===== config.mk =====
export PLATFORM = sky130hd
export DESIGN_NAME = echo_time_level_alarm
export DESIGN_NICKNAME = d
export VERILOG_FILES = /design/src/hw/rtl/etalm_pkg.sv /design/src/hw/rtl/etalm_div.sv /design/src/hw/rtl/echo_time_level_alarm.sv
export SDC_FILE = /design/constraint.sdc
export NUM_CORES = 1
export LEC_CHECK = 0
export BUFFER_PORTS_ARGS = -buffer_cell sky130_fd_sc_hd__buf_2
export CORE_UTILIZATION = 59
export DETAILED_ROUTE_END_ITERATION = 8
export PLACE_DENSITY = 0.82
export SLEW_MARGIN = 30
export SYNTH_ARGS = -nofsm -noshare
export SYNTH_HDL_FRONTEND = slang
export SYNTH_SLANG_ARGS = --single-unit

===== constraint.sdc =====
create_clock -name clk_i -period 6 [get_ports clk_i]
set_clock_uncertainty 0.1 [all_clocks]
set_input_delay 0.3 -clock clk_i [delete_from_list [all_inputs] [get_ports clk_i]]
set_output_delay 0.3 -clock clk_i [all_outputs]
set_load 0.01 [all_outputs]

===== src/hw/rtl/etalm_pkg.sv =====
// Shared types and constants for the echo time to level alarm block.
package etalm_pkg;

  // Input word kinds carried on tuser
  localparam logic [1:0] ACT_ECHO      = 2'd0;
  localparam logic [1:0] ACT_LINK_UP   = 2'd1;
  localparam logic [1:0] ACT_LINK_DOWN = 2'd2;

  // Configuration register indexes
  localparam logic [7:0] REG_TANK_HEIGHT    = 8'd0;
  localparam logic [7:0] REG_RESERVE_MARGIN = 8'd1;

  localparam logic [15:0] TANK_HEIGHT_RST    = 16'd200;
  localparam logic [15:0] RESERVE_MARGIN_RST = 16'd10;

  // Accepted echo window in microseconds
  localparam logic [31:0] ECHO_MIN_US = 32'd5;
  localparam logic [31:0] ECHO_MAX_US = 32'd60000;

  // cm = half_us * 340 * 100 / 1e6, reduced to half_us * 17 / 500
  localparam int unsigned SOUND_SPEED_MPS = 340;
  localparam int unsigned CM_PER_M        = 100;
  localparam int unsigned US_PER_S        = 1000000;
  localparam int unsigned DIST_GCD        = 2000;
  localparam int unsigned DIST_NUM        = SOUND_SPEED_MPS * CM_PER_M / DIST_GCD;
  localparam int unsigned DIST_DEN        = US_PER_S / DIST_GCD;
  localparam int unsigned PCT_SCALE       = 100;

  // Divider dividend width: covers 65535 * 100
  localparam int unsigned DIV_W   = 23;
  localparam int unsigned DIVR_W  = 16;
  localparam int unsigned DCNT_W  = 5;

  typedef struct packed {
    logic              start;
    logic [DIV_W-1:0]  dividend;
    logic [DIVR_W-1:0] divisor;
  } div_req_t;

  typedef struct packed {
    logic             done;
    logic [DIV_W-1:0] quot;
  } div_rsp_t;

  typedef enum logic [2:0] {
    ST_IDLE,
    ST_DIST,
    ST_LVL,
    ST_PCT,
    ST_OUT
  } state_e;

endpackage


===== src/hw/rtl/etalm_div.sv =====
// Restoring divider, one quotient bit per cycle.
module etalm_div (
  input  logic                clk_i,
  input  logic                rst_ni,
  input  etalm_pkg::div_req_t req_i,
  output etalm_pkg::div_rsp_t rsp_o
);

  logic [etalm_pkg::DIV_W-1:0]  quot_q, quot_d;
  logic [etalm_pkg::DIVR_W-1:0] rem_q, rem_d;
  logic [etalm_pkg::DIVR_W-1:0] divisor_q, divisor_d;
  logic [etalm_pkg::DCNT_W-1:0] cnt_q, cnt_d;
  logic                         done_q, done_d;
  logic [etalm_pkg::DIVR_W:0]   shifted;
  logic [etalm_pkg::DIVR_W:0]   diff;
  logic                         ge;

  always_comb begin
    shifted = {rem_q, quot_q[etalm_pkg::DIV_W-1]};
    diff    = shifted - {1'b0, divisor_q};
    ge      = shifted >= {1'b0, divisor_q};
    quot_d    = quot_q;
    rem_d     = rem_q;
    divisor_d = divisor_q;
    cnt_d     = cnt_q;
    done_d    = 1'b0;
    if (req_i.start) begin
      quot_d    = req_i.dividend;
      rem_d     = '0;
      divisor_d = req_i.divisor;
      cnt_d     = etalm_pkg::DCNT_W'(etalm_pkg::DIV_W);
    end else if (cnt_q != '0) begin
      quot_d = {quot_q[etalm_pkg::DIV_W-2:0], ge};
      rem_d  = ge ? diff[etalm_pkg::DIVR_W-1:0] : shifted[etalm_pkg::DIVR_W-1:0];
      cnt_d  = cnt_q - etalm_pkg::DCNT_W'(1);
      done_d = (cnt_q == etalm_pkg::DCNT_W'(1));
    end
  end

  always_ff @(posedge clk_i or negedge rst_ni) begin
    if (!rst_ni) begin
      cnt_q  <= '0;
      done_q <= 1'b0;
    end else begin
      cnt_q  <= cnt_d;
      done_q <= done_d;
    end
  end

  always_ff @(posedge clk_i) begin
    quot_q    <= quot_d;
    rem_q     <= rem_d;
    divisor_q <= divisor_d;
  end

  assign rsp_o.done = done_q;
  assign rsp_o.quot = quot_q;

endmodule


===== src/hw/rtl/echo_time_level_alarm.sv =====
// Top level: echo time to tank level, fill percent and high water alarm.
//
// For each echo word one shared restoring divider runs twice, first for the
// distance (half echo time * 17 / 500) and then for the fill percent (level *
// 100 / height); the percent division is skipped when the tank height is zero.
// Link up/down words and dropped echoes (below 5 us or above 60000 us, or an
// unused kind) are taken while idle and give no result. s_axis_tready is low
// while an echo word is being worked on. The result is held in an output
// register; a new word is taken while it waits.
// Configuration writes are taken at any time and should be made while idle.
module echo_time_level_alarm (
  input  logic        clk_i,
  input  logic        rst_ni,
  input  logic        s_axis_tvalid,
  output logic        s_axis_tready,
  input  logic [31:0] s_axis_tdata,  // [31:0] echo_us
  input  logic [1:0]  s_axis_tuser,  // [1:0] action
  output logic        m_axis_tvalid,
  input  logic        m_axis_tready,
  output logic [31:0] m_axis_tdata,  // [15:0] level_cm, [22:16] fill_percent,
                                     // [23] near_full, [24] alarm_event, rest 0
  input  logic        cfg_valid_i,
  output logic        cfg_ready_o,
  input  logic [7:0]  cfg_index_i,
  input  logic [15:0] cfg_data_i
);

  etalm_pkg::state_e   state_q, state_d;
  etalm_pkg::div_req_t div_req;
  etalm_pkg::div_rsp_t div_rsp;

  logic [15:0] height_q, margin_q;
  logic        link_q, latched_q;
  logic [15:0] level_q;
  logic [6:0]  pct_q;
  logic        near_q;
  logic        m_valid_q;
  logic [31:0] m_data_q;

  logic        in_acc;
  logic        echo_ok;
  logic        out_free;
  logic        start_dist, start_pct, load_out;
  logic [14:0] half_us;
  logic [9:0]  dist_cm;
  logic        event_now;

  assign in_acc   = s_axis_tvalid && s_axis_tready;
  assign echo_ok  = (s_axis_tuser == etalm_pkg::ACT_ECHO) &&
                    (s_axis_tdata >= etalm_pkg::ECHO_MIN_US) &&
                    (s_axis_tdata <= etalm_pkg::ECHO_MAX_US);
  assign out_free = !m_valid_q || m_axis_tready;
  assign half_us  = s_axis_tdata[15:1];
  assign dist_cm  = div_rsp.quot[9:0];
  assign event_now = near_q && link_q && !latched_q;

  // next state
  always_comb begin
    state_d = state_q;
    unique case (state_q)
      etalm_pkg::ST_IDLE: if (in_acc && echo_ok) state_d = etalm_pkg::ST_DIST;
      etalm_pkg::ST_DIST: begin
        if (div_rsp.done) begin
          state_d = (height_q == '0) ? etalm_pkg::ST_OUT : etalm_pkg::ST_LVL;
        end
      end
      etalm_pkg::ST_LVL:  state_d = etalm_pkg::ST_PCT;
      etalm_pkg::ST_PCT:  if (div_rsp.done) state_d = etalm_pkg::ST_OUT;
      etalm_pkg::ST_OUT:  if (out_free) state_d = etalm_pkg::ST_IDLE;
      default:            state_d = etalm_pkg::ST_IDLE;
    endcase
  end

  // sequencer outputs
  always_comb begin
    s_axis_tready = 1'b0;
    start_dist    = 1'b0;
    start_pct     = 1'b0;
    load_out      = 1'b0;
    unique case (state_q)
      etalm_pkg::ST_IDLE: begin
        s_axis_tready = 1'b1;
        start_dist    = s_axis_tvalid && echo_ok;
      end
      etalm_pkg::ST_DIST: ;
      etalm_pkg::ST_LVL:  start_pct = 1'b1;
      etalm_pkg::ST_PCT:  ;
      etalm_pkg::ST_OUT:  load_out = out_free;
      default: ;
    endcase
  end

  always_comb begin
    div_req.start    = start_dist || start_pct;
    div_req.dividend = start_pct
                     ? etalm_pkg::DIV_W'(etalm_pkg::DIV_W'(level_q) *
                                         etalm_pkg::DIV_W'(etalm_pkg::PCT_SCALE))
                     : etalm_pkg::DIV_W'(etalm_pkg::DIV_W'(half_us) *
                                         etalm_pkg::DIV_W'(etalm_pkg::DIST_NUM));
    div_req.divisor  = start_pct ? height_q
                                 : etalm_pkg::DIVR_W'(etalm_pkg::DIST_DEN);
  end

  etalm_div u_div (
    .clk_i  (clk_i),
    .rst_ni (rst_ni),
    .req_i  (div_req),
    .rsp_o  (div_rsp)
  );

  always_ff @(posedge clk_i or negedge rst_ni) begin
    if (!rst_ni) begin
      state_q   <= etalm_pkg::ST_IDLE;
      height_q  <= etalm_pkg::TANK_HEIGHT_RST;
      margin_q  <= etalm_pkg::RESERVE_MARGIN_RST;
      link_q    <= 1'b0;
      latched_q <= 1'b0;
      m_valid_q <= 1'b0;
    end else begin
      state_q <= state_d;
      if (cfg_valid_i) begin
        if (cfg_index_i == etalm_pkg::REG_TANK_HEIGHT) begin
          height_q <= cfg_data_i;
        end else if (cfg_index_i == etalm_pkg::REG_RESERVE_MARGIN) begin
          margin_q <= cfg_data_i;
        end
      end
      if (in_acc && s_axis_tuser == etalm_pkg::ACT_LINK_UP) begin
        link_q <= 1'b1;
      end else if (in_acc && s_axis_tuser == etalm_pkg::ACT_LINK_DOWN) begin
        link_q <= 1'b0;
      end
      if (load_out) begin
        if (!near_q) begin
          latched_q <= 1'b0;
        end else if (event_now) begin
          latched_q <= 1'b1;
        end
        m_valid_q <= 1'b1;
      end else if (m_axis_tready) begin
        m_valid_q <= 1'b0;
      end
    end
  end

  always_ff @(posedge clk_i) begin
    if (state_q == etalm_pkg::ST_DIST && div_rsp.done) begin
      level_q <= ({6'b0, dist_cm} >= height_q) ? 16'd0 : height_q - {6'b0, dist_cm};
      near_q  <= {6'b0, dist_cm} < margin_q;
      pct_q   <= '0;
    end
    if (state_q == etalm_pkg::ST_PCT && div_rsp.done) begin
      pct_q <= div_rsp.quot[6:0];
    end
    if (load_out) begin
      m_data_q <= {7'b0, event_now, near_q, pct_q, level_q};
    end
  end

  assign m_axis_tvalid = m_valid_q;
  assign m_axis_tdata  = m_data_q;
  assign cfg_ready_o   = 1'b1;

endmodule


==> impl_results.html, run 1 <==
<table>
<tr><th>Metric</th><th>Value</th></tr>
<tr><th colspan="2">Outcome</th></tr>
<tr><td>Run status</td><td>finished, final reports clean</td></tr>
<tr><th colspan="2">Route</th></tr>
<tr><td>Remaining routing DRC violations</td><td>0</td></tr>
<tr><td>Number of nets with antenna violations after detailed routing</td><td>0</td></tr>
<tr><td>Total vias in the final route</td><td>7,713</td></tr>
<tr><td>Post-DR vias/cell</td><td>5.88</td></tr>
<tr><td>Routed length per instance</td><td>17.3 um</td></tr>
<tr><td>Iteration-0 DRC count of the detailed router</td><td>567</td></tr>
<tr><td>First-pass iteration count of the detailed router</td><td>6</td></tr>
<tr><td>Wirelength, routed</td><td>22.7 mm</td></tr>
<tr><th colspan="2">Clock tree</th></tr>
<tr><td>TritonCTS Buffers</td><td>17</td></tr>
<tr><td>Clk slew on worst S/H paths</td><td>0.07 ns</td></tr>
<tr><td>Clock Path Buffers</td><td>2</td></tr>
<tr><td>TritonCTS clock tree</td><td>yes</td></tr>
<tr><td>Total number of clock tree sinks</td><td>148</td></tr>
<tr><td>Number of gates given a new drive strength after cts</td><td>0</td></tr>
<tr><td># Post-CTS Setup Buffers</td><td>0</td></tr>
<tr><td>Number of H-tree levels</td><td>4</td></tr>
<tr><td>Clock latency of the later-clocked register in the worst-skew pair</td><td>0.43 ns</td></tr>
<tr><td>CTS root buffer</td><td>sky130_fd_sc_hd__clkbuf_16</td></tr>
<tr><th colspan="2">Yosys</th></tr>
<tr><td>Most used standard cells in the synthesized netlist</td><td>sky130_fd_sc_hd__ha_1, sky130_fd_sc_hd__inv_1, sky130_fd_sc_hd__edfxtp_1</td></tr>
<tr><td>Synthesized instance count</td><td>991</td></tr>
<tr><td>Post-synthesis sequential area ratio</td><td>40.9%</td></tr>
<tr><td>Cell with the most instances after synthesis</td><td>sky130_fd_sc_hd__ha_1</td></tr>
<tr><td>Library cell with the largest summed area after synthesis</td><td>sky130_fd_sc_hd__edfxtp_1</td></tr>
<tr><td>Distinct cells, synth</td><td>67</td></tr>
<tr><td>Fraction of registers with async set or reset after synthesis</td><td>29.7%</td></tr>
<tr><td>Yosys top cell area share</td><td>26.5%</td></tr>
<tr><td>Syn_area_per_cell</td><td>10.0 um^2</td></tr>
<tr><td>Yosys warning total</td><td>0</td></tr>
<tr><td>Commonest register cell after synthesis</td><td>sky130_fd_sc_hd__edfxtp_1</td></tr>
<tr><td>Number of enable flip-flop cells after synthesis</td><td>88</td></tr>
<tr><td>Total of flip-flops plus latches after synthesis</td><td>148</td></tr>
<tr><td>Cell area after synthesis</td><td>0.00996 mm^2</td></tr>
<tr><td>Largest cells by area after synthesis</td><td>sky130_fd_sc_hd__edfxtp_1, sky130_fd_sc_hd__ha_1, sky130_fd_sc_hd__dfrtp_1, sky130_fd_sc_hd__mux2_2, sky130_fd_sc_hd__inv_1</td></tr>
<tr><th colspan="2">Power and ir drop</th></tr>
<tr><td>Power per cell area</td><td>342 mW/mm^2</td></tr>
<tr><td>Switching fraction of total power</td><td>35.0%</td></tr>
<tr><td>Max rail drop VDD</td><td>0.000231 V</td></tr>
<tr><td>Relative contribution of sequential cells to total power</td><td>38.1%</td></tr>
<tr><td>Combinational power share</td><td>34.0%</td></tr>
<tr><td>Leakage</td><td>5.22 nW</td></tr>
<tr><td>Proportion of power drawn by the clock network</td><td>27.9%</td></tr>
<tr><td>Switching pwr</td><td>1.34 mW</td></tr>
<tr><td>Final Total Pwr</td><td>3.83 mW</td></tr>
<tr><td>Internal Dissipation</td><td>2.49 mW</td></tr>
<tr><th colspan="2">Timing</th></tr>
<tr><td>TNS Setup</td><td>0 ns</td></tr>
<tr><td>Hold Vio Cnt, Final</td><td>0</td></tr>
<tr><td>Worst Max-Slew Pin Slew</td><td>0.906 ns</td></tr>
<tr><td>Clock period minus worst slack</td><td>3.97 ns</td></tr>
<tr><td>Min Hold Slack</td><td>0.00956 ns</td></tr>
<tr><td>Final cycle utilization of the critical path</td><td>66.2%</td></tr>
<tr><td>Worst slew margin relative to its limit</td><td>39.6%</td></tr>
<tr><td>RSZ-0062 raised after global routing</td><td>no</td></tr>
<tr><td>Max-slew violation total from the final report</td><td>0</td></tr>
<tr><td>Setup violations, final</td><td>0</td></tr>
<tr><td>Maximum operating frequency</td><td>252 MHz</td></tr>
<tr><th colspan="2">Die</th></tr>
<tr><td>Io pins</td><td>98</td></tr>
<tr><td>Chip Height</td><td>132 um</td></tr>
<tr><td>Row Count</td><td>47</td></tr>
<tr><td>Starting utilization of the core area</td><td>60.3%</td></tr>
<tr><td>Core area</td><td>0.0165 mm^2</td></tr>
<tr><td>Die Area</td><td>0.0174 mm^2</td></tr>
<tr><td>X dimension of the die</td><td>132 um</td></tr>
<tr><th colspan="2">Final layout</th></tr>
<tr><td>Layout cells sized above 1</td><td>16.8%</td></tr>
<tr><td>Final-stage net count</td><td>1,269</td></tr>
<tr><td>Layout Cell Area excl Fill</td><td>0.0112 mm^2</td></tr>
<tr><td>FILL cells</td><td>1,292</td></tr>
<tr><td>Relative area change from synthesis to final layout</td><td>12.5%</td></tr>
<tr><td>Combined area of the multi-input logic cells</td><td>0.00536 mm^2</td></tr>
<tr><td>Final Util</td><td>67.8%</td></tr>
<tr><td>Register area</td><td>0.00407 mm^2</td></tr>
<tr><td>N_diodes</td><td>0</td></tr>
<tr><th colspan="2">Worst setup path</th></tr>
<tr><td>Cell at the slowest stage of the critical path</td><td>sky130_fd_sc_hd__fa_1</td></tr>
<tr><td>Most used cell, CP</td><td>sky130_fd_sc_hd__ha_1</td></tr>
<tr><td>Worst path cell trace</td><td>ha_1 &gt; ha_1 &gt; fa_1 &gt; ha_1 &gt; a211oi_1 &gt; o21ai_0 &gt; a31oi_1 &gt; a21oi_1 &gt; a31oi_1 &gt; xor2_1 &gt; o21ai_1</td></tr>
<tr><td>Maximum fanout count along the critical path</td><td>5</td></tr>
<tr><td>Data required time at the worst endpoint</td><td>6.06 ns</td></tr>
<tr><td>Startpoint types</td><td>register</td></tr>
<tr><td>Largest stage delay on the critical path</td><td>0.47 ns</td></tr>
<tr><td>Count of buffer and inverter cells on the critical path</td><td>0</td></tr>
<tr><td>Category of the worst setup path capture point</td><td>register</td></tr>
<tr><td>Arrival time reported for the critical path endpoint</td><td>4.03 ns</td></tr>
<tr><td>Class of the most critical setup path</td><td>reg -&gt; reg</td></tr>
<tr><td>Top Family by Delay on Critical Path</td><td>adder cells</td></tr>
<tr><th colspan="2">Global route</th></tr>
<tr><td>Met3 usage in global routing</td><td>5.19%</td></tr>
<tr><td>First-pass GRT wire length</td><td>36.2 mm</td></tr>
<tr><td>Global route hottest layer</td><td>met2</td></tr>
<tr><td>Number of global-route vias before repair</td><td>7,200</td></tr>
<tr><td>Pin count of the biggest net entering global routing</td><td>45</td></tr>
<tr><td>Global-route met2 utilization</td><td>43.4%</td></tr>
<tr><td>Remaining global-route overflow</td><td>0</td></tr>
<tr><td>Antenna violations before repair</td><td>0</td></tr>
<tr><td>Global-route usage over all layers</td><td>26.7%</td></tr>
<tr><td>Met1 Usage GRT</td><td>35.4%</td></tr>
<tr><th colspan="2">Place</th></tr>
<tr><td>IO buf count</td><td>89</td></tr>
<tr><td>Placed cell area</td><td>0.0106 mm^2</td></tr>
<tr><td>Routability congestion estimate</td><td>0.912</td></tr>
<tr><td>Hpwl dp</td><td>16.7 mm</td></tr>
<tr><th colspan="2">Flow run</th></tr>
<tr><td>Total of max-cap violations</td><td>0</td></tr>
<tr><th colspan="2">Min path</th></tr>
<tr><td>Min-Delay Path Class</td><td>in -&gt; reg</td></tr>
</table>
## registers in the layout (all words and copies together), names as in the netlist, 3 cells and up
name	cells
height_q	16
level_q	16
m_axis_tdata	25
margin_q	16
pct_q	7
state_q	3
u_div.cnt_q	5
u_div.divisor_q	16
u_div.quot_q	23
u_div.rem_q	16
## worst register-to-register path: cells and delay by family, from the launching register on
| kind | cells | cell delay, ns |
|---|---|---|
| adders and majority gates | 4 | 1.49 |
| AOI/OAI and AO/OA | 6 | 1.47 |
| DFF | 1 | 0.46 |
| xor gates and xnor gates | 1 | 0.17 |
## worst paths after layout
path | slack (ns) | from | cells past startpoint | to
max reg2reg | 2.03 | level_q[3] | 11 | u_div.quot_q[20]
min in group asynchronous | 0.32 | rst_ni | 2 | height_q[14]
min | 0.01 | s_axis_tuser[1] | 2 | link_q
min reg2reg | 0.32 | pct_q[2] | 0 | m_axis_tdata[18]
max | 2.03 | level_q[3] | 11 | u_div.quot_q[20]
max in group asynchronous | 5.09 | rst_ni | 2 | margin_q[6]
## through the flow
stage	worst slack, ns	std cells
finish	2.03	1312
global route	1.93	1312
CTS	2.03	1311
detailed placement	2.10	1277
global placement	2.12	1277
floorplan	2.53	997
## per-layer routing
metal / share of wire [%] / wire length, um
met3: 6.5 / 1470
met5: 0 / 0
met1: 44 / 9960
met2: 47 / 10700
met4: 2.5 / 557
## power groups by stage
stage | Clock, mW | Sequential, mW | Combinational [mW]
floorplan | 0 | 1.39 | 0.999
finish | 1.07 | 1.46 | 1.30
CTS | 1.07 | 1.45 | 1.28
detailed placement | 0 | 1.47 | 1.26
global route | 1.11 | 1.47 | 1.45
global placement | 0 | 1.46 | 1.22
## final cells by class
class	instances	area share, %
sequential	148	36.3
clock buffer	21	4.59
clock inverter	11	0.737
timing repair buffer	99	4.75
inverter	97	3.25
tap	220	2.46
multi-input combinational	716	47.9
## placed cells by master (no fill, tap or decap), types with 24 or more instances in the layout
cell type / n
sky130_fd_sc_hd__nor2_1: 64
sky130_fd_sc_hd__nand2_1: 60
sky130_fd_sc_hd__nor3_1: 24
sky130_fd_sc_hd__dfrtp_1: 39
sky130_fd_sc_hd__a21oi_1: 71
sky130_fd_sc_hd__edfxtp_1: 88
sky130_fd_sc_hd__o21ai_0: 54
sky130_fd_sc_hd__inv_1: 96
sky130_fd_sc_hd__ha_1: 113
sky130_fd_sc_hd__buf_2: 88
sky130_fd_sc_hd__mux2_2: 33
sky130_fd_sc_hd__xnor2_1: 24
## repair_timing
item,CTS,global route
hold buffers,2,0
hold endpoints to repair,40,0
endpoints found under the setup margin,0,0
## cells by family after synthesis
| group | after synthesis | share of synthesized area [%] |
|---|---|---|
| buf+inv | 133 | 5.69 |
| simple gates | 259 | 13.0 |
| mux | 52 | 5.65 |
| xor+xnor | 40 | 3.52 |
| compound gates | 230 | 14.2 |
| other cells | 2 | 0.0754 |
| fa+ha+maj | 127 | 17.0 |
| flops | 148 | 40.9 |
No activity file was read; power rests on OpenSTA's default activity.
==> inputs of run 2 (changes only) <==
- ABC_AREA: not set -> 1
- PLACE_DENSITY: 0.82 -> 0.81
- clock period: 6 -> 3.73 ns (I/O delays scaled with it)
==> impl_results.html, run 2 <==
<table>
<tr><th>Metric</th><th>Value</th></tr>
<tr><th colspan="2">Outcome</th></tr>
<tr><td>Run status</td><td>finished, violations left</td></tr>
<tr><td>Violations in the final reports</td><td>DRC</td></tr>
<tr><th colspan="2">Worst setup path</th></tr>
<tr><td>Worst path cell trace</td><td>ha_1 &gt; ha_1 &gt; fa_1 &gt; ha_1 &gt; nand2_1 &gt; o21ai_1 &gt; nand3_1 &gt; nand3_1 &gt; nand2_1 &gt; a21oi_1 &gt; o21ai_1</td></tr>
<tr><td>Most used cell, CP</td><td>sky130_fd_sc_hd__ha_1</td></tr>
<tr><td>Arrival time reported for the critical path endpoint</td><td>3.53 ns (-0.50 ns)</td></tr>
<tr><td>Top Family by Delay on Critical Path</td><td>adder cells</td></tr>
<tr><td>Category of the worst setup path capture point</td><td>register</td></tr>
<tr><td>Reg2reg start</td><td>level_q[2]</td></tr>
<tr><td>Maximum fanout count along the critical path</td><td>6 (+1)</td></tr>
<tr><td>Startpoint types</td><td>register</td></tr>
<tr><td>R2R cell count</td><td>11 (unchanged)</td></tr>
<tr><td>Largest stage delay on the critical path</td><td>0.49 ns (+0.02 ns)</td></tr>
<tr><td>Critical path origin</td><td>level_q[2]</td></tr>
<tr><td>Count of buffer and inverter cells on the critical path</td><td>0 (unchanged)</td></tr>
<tr><td>Levels on crit path</td><td>11 (unchanged)</td></tr>
<tr><td>Worst setup endpoint</td><td>u_div.quot_q[20]</td></tr>
<tr><td>Flop-to-flop setup slack</td><td>0.28 ns (-1.75 ns)</td></tr>
<tr><td>Capture point of the worst reg-to-reg path</td><td>u_div.quot_q[20]</td></tr>
<tr><td>Data required time at the worst endpoint</td><td>3.81 ns (-2.25 ns)</td></tr>
<tr><td>Class of the most critical setup path</td><td>reg -&gt; reg</td></tr>
<tr><td>Cell at the slowest stage of the critical path</td><td>sky130_fd_sc_hd__fa_1</td></tr>
<tr><th colspan="2">Route</th></tr>
<tr><td>Post-DR vias/cell</td><td>5.41 (-7.9%)</td></tr>
<tr><td>Iteration-0 DRC count of the detailed router</td><td>721 (+27%)</td></tr>
<tr><td>Number of nets with antenna violations after detailed routing</td><td>0 (unchanged)</td></tr>
<tr><td>Routed length per instance</td><td>14.6 um (-15%)</td></tr>
<tr><td>Wirelength, routed</td><td>26.5 mm (+17%)</td></tr>
<tr><td>First-pass iteration count of the detailed router</td><td>7 (+1)</td></tr>
<tr><td>Total vias in the final route</td><td>9,797 (+27%)</td></tr>
<tr><td>Remaining routing DRC violations</td><td>10 (+10)</td></tr>
<tr><th colspan="2">Yosys</th></tr>
<tr><td>Post-synthesis sequential area ratio</td><td>37.1% (-3.8 points)</td></tr>
<tr><td>Yosys warning total</td><td>0 (unchanged)</td></tr>
<tr><td>Largest family of logic cells by synthesized area</td><td>simple AND/OR/NAND/NOR gates</td></tr>
<tr><td>Area fraction in and, or, nand and nor cells after synthesis</td><td>27.5% (+15 points)</td></tr>
<tr><td>Most used standard cells in the synthesized netlist</td><td>sky130_fd_sc_hd__nand2_1, sky130_fd_sc_hd__inv_1, sky130_fd_sc_hd__nor2_1</td></tr>
<tr><td>Cell area after synthesis</td><td>0.0110 mm^2 (+10%)</td></tr>
<tr><td>Synth Area in Compound Gates</td><td>7.58% (-6.6 points)</td></tr>
<tr><td>Area share of xor/xnor cells in the synthesized design</td><td>1.36% (-2.2 points)</td></tr>
<tr><td>Synthesized instance count</td><td>1,460 (+47%)</td></tr>
<tr><td>Cell with the most instances after synthesis</td><td>sky130_fd_sc_hd__nand2_1</td></tr>
<tr><td>Distinct cells, synth</td><td>44 (-34%)</td></tr>
<tr><td>Largest cells by area after synthesis</td><td>sky130_fd_sc_hd__edfxtp_1, sky130_fd_sc_hd__nand2_1, sky130_fd_sc_hd__ha_1, sky130_fd_sc_hd__inv_1, sky130_fd_sc_hd__dfrtp_1</td></tr>
<tr><td>Post-synthesis mux area share</td><td>0% (-5.7 points)</td></tr>
<tr><td>Total of flip-flops plus latches after synthesis</td><td>148 (unchanged)</td></tr>
<tr><td>Commonest register cell after synthesis</td><td>sky130_fd_sc_hd__edfxtp_1</td></tr>
<tr><td>Fraction of registers with async set or reset after synthesis</td><td>29.7% (unchanged)</td></tr>
<tr><td>Syn_area_per_cell</td><td>7.52 um^2 (-25%)</td></tr>
<tr><td>Number of enable flip-flop cells after synthesis</td><td>88 (unchanged)</td></tr>
<tr><td>Yosys top cell area share</td><td>24.1% (-2.5 points)</td></tr>
<tr><td>Fraction of the mapped netlist area in adder cells</td><td>15.4% (-1.6 points)</td></tr>
<tr><td>Library cell with the largest summed area after synthesis</td><td>sky130_fd_sc_hd__edfxtp_1</td></tr>
<tr><th colspan="2">Place</th></tr>
<tr><td>Hpwl dp</td><td>19.9 mm (+19%)</td></tr>
<tr><td>Placed cell area</td><td>0.0116 mm^2 (+9.6%)</td></tr>
<tr><td>IO buf count</td><td>89 (unchanged)</td></tr>
<tr><td>Worst slack after detailed placement</td><td>0.301 ns (-1.80 ns)</td></tr>
<tr><td>Routability congestion estimate</td><td>0.933 (+2.3%)</td></tr>
<tr><td>Number of placed instances with taps included</td><td>1,759 (+38%)</td></tr>
<tr><th colspan="2">Min path</th></tr>
<tr><td>Source of the worst hold timing path</td><td>cfg_data_i[4]</td></tr>
<tr><td>Min-Delay Path Class</td><td>in -&gt; reg</td></tr>
<tr><th colspan="2">Clock tree</th></tr>
<tr><td>Clock Path Buffers</td><td>2 (unchanged)</td></tr>
<tr><td>CTS root buffer</td><td>sky130_fd_sc_hd__clkbuf_16</td></tr>
<tr><td>TritonCTS Buffers</td><td>17 (unchanged)</td></tr>
<tr><td># Post-CTS Setup Buffers</td><td>0 (unchanged)</td></tr>
<tr><td>Clk slew on worst S/H paths</td><td>0.06 ns (about the same)</td></tr>
<tr><td>Number of H-tree levels</td><td>4 (unchanged)</td></tr>
<tr><td>Total number of clock tree sinks</td><td>148 (unchanged)</td></tr>
<tr><td>Clock latency of the later-clocked register in the worst-skew pair</td><td>0.43 ns (about the same)</td></tr>
<tr><td>TritonCTS clock tree</td><td>yes</td></tr>
<tr><th colspan="2">Final layout</th></tr>
<tr><td>Count of non-filler cells in the finished layout</td><td>1,810 (+38%)</td></tr>
<tr><td>Most common cell after layout, fill and taps aside</td><td>sky130_fd_sc_hd__nand2_1</td></tr>
<tr><td>Most used cells in the layout excluding fill and tap cells</td><td>sky130_fd_sc_hd__nand2_1, sky130_fd_sc_hd__inv_1, sky130_fd_sc_hd__nor2_1</td></tr>
<tr><td>Layout Cell Area excl Fill</td><td>0.0123 mm^2 (+10%)</td></tr>
<tr><td>Number of flip-flops under the largest register name</td><td>25 (unchanged)</td></tr>
<tr><td>FILL cells</td><td>1,458 (+13%)</td></tr>
<tr><td>Layout cells sized above 1</td><td>10.5% (-6.3 points)</td></tr>
<tr><td>Final Util</td><td>68.1% (+0.37 points)</td></tr>
<tr><td>Final-stage net count</td><td>1,758 (+39%)</td></tr>
<tr><td>N_diodes</td><td>0 (unchanged)</td></tr>
<tr><td>Relative area change from synthesis to final layout</td><td>12.2%</td></tr>
<tr><th colspan="2">Timing</th></tr>
<tr><td>Worst Max-Slew Pin Slew</td><td>0.691 ns (-0.215 ns)</td></tr>
<tr><td>Worst slew margin relative to its limit</td><td>53.9% (+14 points)</td></tr>
<tr><td>Smallest setup slack after layout</td><td>0.278 ns (-1.75 ns)</td></tr>
<tr><td>RSZ-0062 raised after global routing</td><td>no</td></tr>
<tr><td>Max-slew violation total from the final report</td><td>0 (unchanged)</td></tr>
<tr><td>Clock period minus worst slack</td><td>3.45 ns (-0.520 ns)</td></tr>
<tr><td>Min Hold Slack</td><td>0.0222 ns (+0.0126 ns)</td></tr>
<tr><td>TNS Setup</td><td>0 ns (unchanged)</td></tr>
<tr><td>Setup violations, final</td><td>0 (unchanged)</td></tr>
<tr><td>Final cycle utilization of the critical path</td><td>92.6% (+26 points)</td></tr>
<tr><td>Hold Vio Cnt, Final</td><td>0 (unchanged)</td></tr>
<tr><td>Maximum operating frequency</td><td>290 MHz (+15%)</td></tr>
<tr><th colspan="2">Flow run</th></tr>
<tr><td>Total of max-cap violations</td><td>0 (unchanged)</td></tr>
<tr><th colspan="2">Global route</th></tr>
<tr><td>Antenna violations before repair</td><td>0 (unchanged)</td></tr>
<tr><td>Global-route usage over all layers</td><td>28.3% (+1.6 points)</td></tr>
<tr><td>Number of global-route vias before repair</td><td>9,111 (+27%)</td></tr>
<tr><td>Pin count of the biggest net entering global routing</td><td>54 (+20%)</td></tr>
<tr><td>First-pass GRT wire length</td><td>43.6 mm (+20%)</td></tr>
<tr><td>Remaining global-route overflow</td><td>0 (unchanged)</td></tr>
<tr><th colspan="2">Die</th></tr>
<tr><td>Die Area</td><td>0.0192 mm^2 (+10%)</td></tr>
<tr><td>Core area</td><td>0.0181 mm^2 (+9.4%)</td></tr>
<tr><td>X dimension of the die</td><td>138 um (+4.9%)</td></tr>
<tr><td>Row Count</td><td>49 (+4.3%)</td></tr>
<tr><td>Chip Height</td><td>138 um (+4.9%)</td></tr>
<tr><td>Starting utilization of the core area</td><td>60.7% (+0.46 points)</td></tr>
<tr><td>Io pins</td><td>98 (unchanged)</td></tr>
<tr><th colspan="2">Power and ir drop</th></tr>
<tr><td>Max rail drop VDD</td><td>0.000379 V (+64%)</td></tr>
<tr><td>Leakage</td><td>6.47 nW (+24%)</td></tr>
<tr><td>Power per cell area</td><td>541 mW/mm^2 (+58%)</td></tr>
<tr><td>Final Total Pwr</td><td>6.67 mW (+74%)</td></tr>
</table>
run 2: cell count changes after synthesis, moves of 12 or more:
cell,previous run,this run
sky130_fd_sc_hd__mux2i_1,18,0
sky130_fd_sc_hd__and2_1,17,2
sky130_fd_sc_hd__a31oi_1,19,1
sky130_fd_sc_hd__xnor2_1,24,1
sky130_fd_sc_hd__nand2_1,61,410
sky130_fd_sc_hd__nor2_1,64,135
sky130_fd_sc_hd__a21oi_1,71,58
sky130_fd_sc_hd__nand4_1,6,26
sky130_fd_sc_hd__inv_1,96,261
sky130_fd_sc_hd__nand3_1,15,105
sky130_fd_sc_hd__nand2b_1,21,0
sky130_fd_sc_hd__nor2b_1,12,0
sky130_fd_sc_hd__a21o_1,21,3
sky130_fd_sc_hd__mux2_2,33,0
run 2: worst min-delay path by stage:
stage / endpoint / slack, ns / cells past startpoint
floorplan: height_q[0] / -0.21 / 0
finish: margin_q[4] / 0.02 / 3
CTS: margin_q[4] / 0.0007 / 3
detailed placement: u_div.cnt_q[2] / 0.29 / 1
global route: margin_q[4] / 0.05 / 3
global placement: u_div.cnt_q[3] / 0.28 / 1
run 2: what timing repair did:
| action | 4_1_cts | 5_1_grt |
|---|---|---|
| hold buffers | 19 | 0 |
| endpoints found under the hold margin | 72 | 0 |
| gates resized for setup | 0 | 0 |
run 2: final cells by class:
| type | instances | area, um^2 | area share (%) |
|---|---|---|---|
| multi-input combinational | 1022 | 5730 | 46.5 |
| inverter | 262 | 983 | 7.98 |
| tap | 229 | 287 | 2.32 |
| sequential | 148 | 4070 | 33.0 |
| clock inverter | 13 | 114 | 0.924 |
| clock buffer | 19 | 433 | 3.51 |
| timing repair buffer | 117 | 706 | 5.73 |
run 2: logic make-up (layout without fill, tap and decap cells):
| family | count (synthesis) | after routing |
|---|---|---|
| AOI/OAI and AO/OA | 150 | 150 |
| xor gates and xnor gates | 17 | 17 |
| adders and majority gates | 127 | 127 |
| buffers and inverters | 296 | 411 |
| DFF | 148 | 148 |
| other | 2 | 8 |
| and+or+nand+nor | 720 | 720 |
run 2: where the power goes:
| group | total [mW] | internal [mW] | switching (mW) |
|---|---|---|---|
| Clock | 1.62 | 0.876 | 0.741 |
| Combinational | 2.78 | 1.02 | 1.77 |
| Sequential | 2.27 | 2.09 | 0.183 |
run 2: worst reg2reg max path, cell delays in order (launching register included):
cell and delay, ns:
sky130_fd_sc_hd__edfxtp_1 0.46, sky130_fd_sc_hd__ha_1 0.33, sky130_fd_sc_hd__ha_1 0.32, sky130_fd_sc_hd__fa_1 0.49, sky130_fd_sc_hd__ha_1 0.41, sky130_fd_sc_hd__nand2_1 0.12
sky130_fd_sc_hd__o21ai_1 0.33, sky130_fd_sc_hd__nand3_1 0.17, sky130_fd_sc_hd__nand3_1 0.17, sky130_fd_sc_hd__nand2_1 0.09, sky130_fd_sc_hd__a21oi_1 0.14, sky130_fd_sc_hd__o21ai_1 0.08
run 2: routing by layer:
layer	wire (um)	up-vias	track usage (%)
met2	11700	339	45.2
met5	0	-	0
li1	-	4897	-
met1	12200	4498	38.3
met4	822	0	11.1
met3	1790	63	5.33
